--- src/rtl/core/dmc_pkg.sv ---
`default_nettype none
package dmc_pkg;

    localparam int ADDR_W   = 16;
    localparam int LEVEL_W  = 7;
    localparam int COUNT_W  = 12;
    localparam int CFG_IDX_W = 3;
    localparam int CFG_DATA_W = 16;

    localparam logic [ADDR_W-1:0]  UPPER_HALF   = 16'h8000;
    localparam logic [ADDR_W-1:0]  START_RESET  = 16'hC000;
    localparam logic [COUNT_W-1:0] LENGTH_RESET = 12'd1;
    localparam logic [LEVEL_W-1:0] LEVEL_TOP    = 7'd125;
    localparam logic [LEVEL_W-1:0] LEVEL_STEP   = 7'd2;

    localparam logic [CFG_IDX_W-1:0] CFG_RATE_INDEX    = 3'd0;
    localparam logic [CFG_IDX_W-1:0] CFG_LOOP_ENABLE   = 3'd1;
    localparam logic [CFG_IDX_W-1:0] CFG_IRQ_ENABLE    = 3'd2;
    localparam logic [CFG_IDX_W-1:0] CFG_START_ADDR    = 3'd3;
    localparam logic [CFG_IDX_W-1:0] CFG_SAMPLE_LENGTH = 3'd4;

    localparam logic KIND_TICK    = 1'b0;
    localparam logic KIND_RESTART = 1'b1;

    typedef struct packed {
        logic [3:0]         rate_index;
        logic               loop_enable;
        logic               irq_enable;
        logic [ADDR_W-1:0]  start_addr;
        logic [COUNT_W-1:0] sample_length;
    } t_cfg;

    typedef struct packed {
        logic [7:0]         rate_timer;
        logic [LEVEL_W-1:0] level;
        logic [7:0]         shifter;
        logic [2:0]         bit_count;
        logic               silenced;
        logic [7:0]         byte_buffer;
        logic [ADDR_W-1:0]  cur_addr;
        logic [COUNT_W-1:0] bytes_left;
        logic               irq_latch;
    } t_state;

    // Timer reload: half of each rate table period.
    function automatic logic [7:0] rate_half(input logic [3:0] idx);
        logic [7:0] r;
        case (idx)
            4'd0:    r = 8'd214;
            4'd1:    r = 8'd190;
            4'd2:    r = 8'd170;
            4'd3:    r = 8'd160;
            4'd4:    r = 8'd143;
            4'd5:    r = 8'd127;
            4'd6:    r = 8'd113;
            4'd7:    r = 8'd107;
            4'd8:    r = 8'd95;
            4'd9:    r = 8'd80;
            4'd10:   r = 8'd71;
            4'd11:   r = 8'd64;
            4'd12:   r = 8'd53;
            4'd13:   r = 8'd42;
            4'd14:   r = 8'd36;
            default: r = 8'd27;
        endcase
        return r;
    endfunction

endpackage
`default_nettype wire

--- src/rtl/core/delta_modulation_sample_channel.sv ---
`default_nettype none
// Delta-modulation sample channel.
// Path: an accepted item goes to the input register, then on to the result register.
// Throughput: one item per cycle when not stalled; input and result register each hold
// one item, so a stalled result still lets one more item into an empty input register.
// Reset (synchronous, active low): channel state and config to their defaults, both
// stages empty.
module delta_modulation_sample_channel (
    input  wire logic                               i_clk,
    input  wire logic                               i_rst_n,
    input  wire logic                               i_in_valid,
    output      logic                               o_in_ready,
    input  wire logic                               i_kind,
    input  wire logic [7:0]                         i_mem_data,
    output      logic                               o_out_valid,
    input  wire logic                               i_out_ready,
    output      logic [dmc_pkg::LEVEL_W-1:0]        o_dac_level,
    output      logic [dmc_pkg::ADDR_W-1:0]         o_fetch_addr,
    output      logic                               o_irq_pending,
    output      logic                               o_active,
    input  wire logic                               i_cfg_we,
    input  wire logic [dmc_pkg::CFG_IDX_W-1:0]      i_cfg_index,
    input  wire logic [dmc_pkg::CFG_DATA_W-1:0]     i_cfg_data
);
    import dmc_pkg::*;

    t_cfg   cfg;
    t_state r_state;
    t_state n_state;

    logic       r_in_vld;
    logic       r_in_kind;
    logic [7:0] r_in_data;
    logic       r_out_vld;
    logic [LEVEL_W-1:0] r_out_level;
    logic [ADDR_W-1:0]  r_out_addr;
    logic       r_out_irq;
    logic       r_out_active;
    logic       advance;
    logic       in_xfer;

    dmc_cfg u_cfg (
        .i_clk       (i_clk),
        .i_rst_n     (i_rst_n),
        .i_cfg_we    (i_cfg_we),
        .i_cfg_index (i_cfg_index),
        .i_cfg_data  (i_cfg_data),
        .o_cfg       (cfg)
    );

    dmc_step u_step (
        .i_cfg      (cfg),
        .i_state    (r_state),
        .i_kind     (r_in_kind),
        .i_mem_data (r_in_data),
        .o_state    (n_state)
    );

    assign advance    = r_in_vld && (!r_out_vld || i_out_ready);
    assign o_in_ready = !r_in_vld || advance;
    assign in_xfer    = i_in_valid && o_in_ready;

    always_ff @(posedge i_clk) begin
        if (!i_rst_n) begin
            r_in_vld  <= 1'b0;
            r_out_vld <= 1'b0;
            r_state.rate_timer  <= '0;
            r_state.level       <= '0;
            r_state.shifter     <= '0;
            r_state.bit_count   <= '0;
            r_state.silenced    <= 1'b1;
            r_state.byte_buffer <= '0;
            r_state.cur_addr    <= START_RESET;
            r_state.bytes_left  <= '0;
            r_state.irq_latch   <= 1'b0;
        end else begin
            r_in_vld <= in_xfer || (r_in_vld && !advance);
            if (advance) begin
                r_out_vld <= 1'b1;
                r_state   <= n_state;
            end else if (i_out_ready) begin
                r_out_vld <= 1'b0;
            end
        end
    end

    // payload registers, no reset
    always_ff @(posedge i_clk) begin
        if (in_xfer) begin
            r_in_kind <= i_kind;
            r_in_data <= i_mem_data;
        end
        if (advance) begin
            r_out_level  <= n_state.level;
            r_out_addr   <= n_state.cur_addr;
            r_out_irq    <= n_state.irq_latch;
            r_out_active <= (n_state.bytes_left != '0);
        end
    end

    assign o_out_valid    = r_out_vld;
    assign o_dac_level    = r_out_level;
    assign o_fetch_addr   = r_out_addr;
    assign o_irq_pending  = r_out_irq;
    assign o_active       = r_out_active;

endmodule
`default_nettype wire

--- src/rtl/core/dmc_cfg.sv ---
`default_nettype none
module dmc_cfg (
    input  wire logic                            i_clk,
    input  wire logic                            i_rst_n,
    input  wire logic                            i_cfg_we,
    input  wire logic [dmc_pkg::CFG_IDX_W-1:0]   i_cfg_index,
    input  wire logic [dmc_pkg::CFG_DATA_W-1:0]  i_cfg_data,
    output dmc_pkg::t_cfg                        o_cfg
);
    import dmc_pkg::*;

    t_cfg r_cfg;
    t_cfg n_cfg;

    always_comb begin
        n_cfg = r_cfg;
        if (i_cfg_we) begin
            case (i_cfg_index)
                CFG_RATE_INDEX:    n_cfg.rate_index    = i_cfg_data[3:0];
                CFG_LOOP_ENABLE:   n_cfg.loop_enable   = i_cfg_data[0];
                CFG_IRQ_ENABLE:    n_cfg.irq_enable    = i_cfg_data[0];
                CFG_START_ADDR:    n_cfg.start_addr    = i_cfg_data;
                CFG_SAMPLE_LENGTH: n_cfg.sample_length = i_cfg_data[COUNT_W-1:0];
                default:           n_cfg = r_cfg;
            endcase
        end
    end

    always_ff @(posedge i_clk) begin
        if (!i_rst_n) begin
            r_cfg.rate_index    <= '0;
            r_cfg.loop_enable   <= 1'b0;
            r_cfg.irq_enable    <= 1'b0;
            r_cfg.start_addr    <= START_RESET;
            r_cfg.sample_length <= LENGTH_RESET;
        end else begin
            r_cfg <= n_cfg;
        end
    end

    assign o_cfg = r_cfg;

endmodule
`default_nettype wire

--- src/rtl/core/dmc_step.sv ---
`default_nettype none
module dmc_step (
    input  dmc_pkg::t_cfg    i_cfg,
    input  dmc_pkg::t_state  i_state,
    input  wire logic        i_kind,
    input  wire logic [7:0]  i_mem_data,
    output dmc_pkg::t_state  o_state
);
    import dmc_pkg::*;

    logic [COUNT_W-1:0] left_dec;

    assign left_dec = i_state.bytes_left - 1'b1;

    always_comb begin
        o_state = i_state;
        if (i_kind == KIND_RESTART) begin
            if (i_state.bytes_left == '0) begin
                o_state.cur_addr   = i_cfg.start_addr | UPPER_HALF;
                o_state.bytes_left = i_cfg.sample_length;
            end
        end else if (i_state.rate_timer != 8'd0) begin
            o_state.rate_timer = i_state.rate_timer - 8'd1;
        end else begin
            o_state.rate_timer = rate_half(i_cfg.rate_index);
            if (!i_state.silenced) begin
                if (i_state.shifter[0]) begin
                    if (i_state.level <= LEVEL_TOP)
                        o_state.level = i_state.level + LEVEL_STEP;
                end else begin
                    if (i_state.level >= LEVEL_STEP)
                        o_state.level = i_state.level - LEVEL_STEP;
                end
            end
            o_state.shifter = {1'b0, i_state.shifter[7:1]};
            if (i_state.bit_count != 3'd0) begin
                o_state.bit_count = i_state.bit_count - 3'd1;
            end else begin
                o_state.shifter   = i_state.byte_buffer;
                o_state.bit_count = 3'd7;
                if (i_state.bytes_left == '0) begin
                    o_state.byte_buffer = 8'd0;
                end else begin
                    o_state.byte_buffer = i_mem_data;
                    o_state.cur_addr    = (i_state.cur_addr + 1'b1) | UPPER_HALF;
                    o_state.bytes_left  = left_dec;
                    if (left_dec == '0) begin
                        if (i_cfg.loop_enable) begin
                            o_state.cur_addr   = i_cfg.start_addr | UPPER_HALF;
                            o_state.bytes_left = i_cfg.sample_length;
                        end else if (i_cfg.irq_enable) begin
                            o_state.irq_latch = 1'b1;
                        end
                    end
                end
                o_state.silenced = (o_state.bytes_left == '0);
            end
        end
    end

endmodule
`default_nettype wire

--- config.mk ---
export PLATFORM = sky130hd
export DESIGN_NAME = delta_modulation_sample_channel
export DESIGN_NICKNAME = d
export VERILOG_FILES = /design/src/rtl/core/dmc_pkg.sv /design/src/rtl/core/delta_modulation_sample_channel.sv /design/src/rtl/core/dmc_cfg.sv /design/src/rtl/core/dmc_step.sv
export SDC_FILE = /design/constraint.sdc
export NUM_CORES = 1
export LEC_CHECK = 0
export BUFFER_PORTS_ARGS = -buffer_cell sky130_fd_sc_hd__buf_4
export CORE_ASPECT_RATIO = 0.6
export CORE_MARGIN = 5
export CORE_UTILIZATION = 50
export DETAILED_ROUTE_END_ITERATION = 10
export GPL_ROUTABILITY_DRIVEN = 1
export HOLD_SLACK_MARGIN = 0.05
export PLACE_DENSITY = 0.79
export SKIP_CTS_REPAIR_TIMING = 1
export SLEW_MARGIN = 20
export SYNTH_ARGS = -nofsm -noshare
export SYNTH_HDL_FRONTEND = slang
export SYNTH_HIERARCHICAL = 1
export SYNTH_SLANG_ARGS = --single-unit
--- constraint.sdc ---
create_clock -name i_clk -period 3.8 [get_ports i_clk]
set_input_delay 0.76 -clock i_clk [delete_from_list [all_inputs] [get_ports i_clk]]
set_output_delay 0.76 -clock i_clk [all_outputs]
set_load 0.02 [all_outputs]
==> impl_metrics.yaml <==
worst_setup_path:
  crit_fanout: 11
  r2r_end: "o_active"
  rrSetupSlack_ns: 0.33
  critical_path.startpoint: "r_state[2]"
  reg2reg_depth: 11
  path_class: "register to register"
  start_kind: "register"
  critPathRequiredTime_ns: 3.94
  rr_startpoint: "r_state[2]"
  worstSetupEndpointType: "register"
  cp.arrival_ns: 3.61
detailed_routing:
  drtPass1Iterations: 8
  drc: 0
  ant_nets: 0
  wl_per_cell_um: 16.7
  routed_wl_um: 19200
  drtIter0Drc: 692
  vias_per_cell: 5.86
  vias: 6736
cells_and_area:
  area_delta_synth_final_pct: 13.0
  insertedDiodeCount: 0
  drive_gt1_frac: 0.161
  final_util: 0.580
  fin_nets: 981
placement:
  io_buffers: 58
  dp_slack_ns: 0.391
  gp_congestion: 0.950
  hpwl_um: 13500
die:
  die_h_um: 108
  core_mm2: 0.0155
  die_area_mm2: 0.0186
  fp.dieW_um: 173
  io_pins: 60
  start_util: 0.514
  rows: 35
synthesis:
  avgSynthCellArea_um2: 8.84
  synth_nets: 946
  syn_area_mm2: 0.00794
  ys.warnings.count: 6
  netlist_instances: 898
sta:
  rsz0062_at_grt: "no"
  skew_ns: 0.00903
  slew_headroom: 0.495
  tightest_slew_ns: 0.758
  fin_crit_sh: 0.913
  final.setup.worst_slack_ns: 0.332
  setup_viol: 0
  slew_viol_final: 0
  fmax_mhz: 288
  fin_setup_tns_ns: 0
  hold_viol: 0
  period_minus_slack_ns: 3.47
global_routing:
  grt_pass1_wl_um: 31700
  track_usage: 0.206
  grt_pass1_vias: 6102
  grt_start_max_net_pins: 80
  overflow: 0
  antenna_found_initial: 0
pwr:
  switching_share: 0.310
  power_frac_comb: 0.210
  p_per_area_mw_per_mm2: 453
  seq_power_share: 0.386
  cellLeakagePower_nw: 3.41
  p_clk_frac: 0.403
  peakVddDrop_v: 0.000260
  switchingPower_w: 0.00126
  p_int_w: 0.00280
clock_network:
  cts.sinks: 133
  cts_tree: "yes"
  cts_inserted_buffers: 17
  clk_pin_slew_ns: 0.06
  ctsRootBufferMaster: "clkbuf_16"
  htreeDepth: 4
  clk_latency_ns: 0.42
  ctsLongestPathBuffers: 2
worst_hold_path:
  hp-start: "r_state[0]"
  whs_path_depth: 2
  whs_endpoint: "r_state[0]"
  hp-class: "register to register"
run:
  drv_cap: 0
outcome:
  status: "complete, no violations"
registers in the layout, indices dropped and copies added, names as in the netlist:
register and flops:
o_out_valid 1, o_irq_pending 1, r_in_kind 1, o_dac_level 7, r_in_vld 1, o_active 1, r_in_data 8, o_fetch_addr 16
r_state 64, u_cfg/o_cfg 33
worst max-delay path by stage:
stage | endpoint | cells after the start
6_report | o_active | 11
5_1_grt | o_active | 11
4_1_cts | o_active | 11
3_5_place_dp | o_active | 11
3_3_place_gp | o_active | 11
2_1_floorplan | o_active | 15
metrics by stage:
stage / power [W] / hold slack [ns] / cells / area [um2]
floorplan: 0.00222 / 0.430 / 898 / 7940
global placement: 0.00241 / 0.442 / 1117 / 8380
detailed placement: 0.00243 / 0.461 / 1117 / 8380
CTS: 0.00406 / 0.470 / 1149 / 8960
global route: 0.00423 / 0.482 / 1149 / 8970
finish: 0.00406 / 0.471 / 1149 / 8970
power groups by stage:
stage | clock network [W] | logic (W) | registers [W]
global route | 0.00172 | 0.000931 | 0.00158
floorplan | 0 | 0.000627 | 0.00160
finish | 0.00164 | 0.000854 | 0.00157
detailed placement | 0 | 0.000827 | 0.00160
CTS | 0.00166 | 0.000834 | 0.00157
global placement | 0 | 0.000815 | 0.00160
worst max-delay path, stage by stage, from the launching register on:
cell and delay, ns:
dfxtp_1 0.39, inv_1 0.13, ha_1 0.41, nor4b_4 0.45
nand3_4 0.12, a2111oi_4 0.41, and4_1 0.33, nand2_1 0.16
o22ai_1 0.20, a21oi_1 0.10, nor4_2 0.34, nand3_1 0.15
per-layer routing:
metal | part of all wire | track usage
met3 | 0.094 | 0.0618
met5 | 0 | 0
met4 | 0.012 | 0.0443
met1 | 0.48 | 0.298
met2 | 0.42 | 0.302
layout by cell type, fill, tap and decap left out, drive strengths merged, types with 6 or more instances in the layout:
cell    instances
nand2         221
mux2i         111
dfxtp          99
buf            79
o21ai          49
nor2           37
edfxtp         34
a21oi          34
inv            29
nand3          22
clkbuf         19
ha             15
a22o           13
xnor2          11
nor3           11
mux2            9
o22ai           9
nand4           9
nor4            9
a31oi           8
nor2b           8
and3            7
a21o            6
nand2b          6
nor4b           6
cell type report:
type / count / area, um2
clock buffer: 19 / 453
inverter: 21 / 78.8
tap: 203 / 254
multi-input combinational: 681 / 4450
timing repair buffer: 79 / 593
fill: 1318 / 6490
clock inverter: 13 / 135
sequential: 133 / 3000
Note: power is estimated with default switching activity, not from simulation.
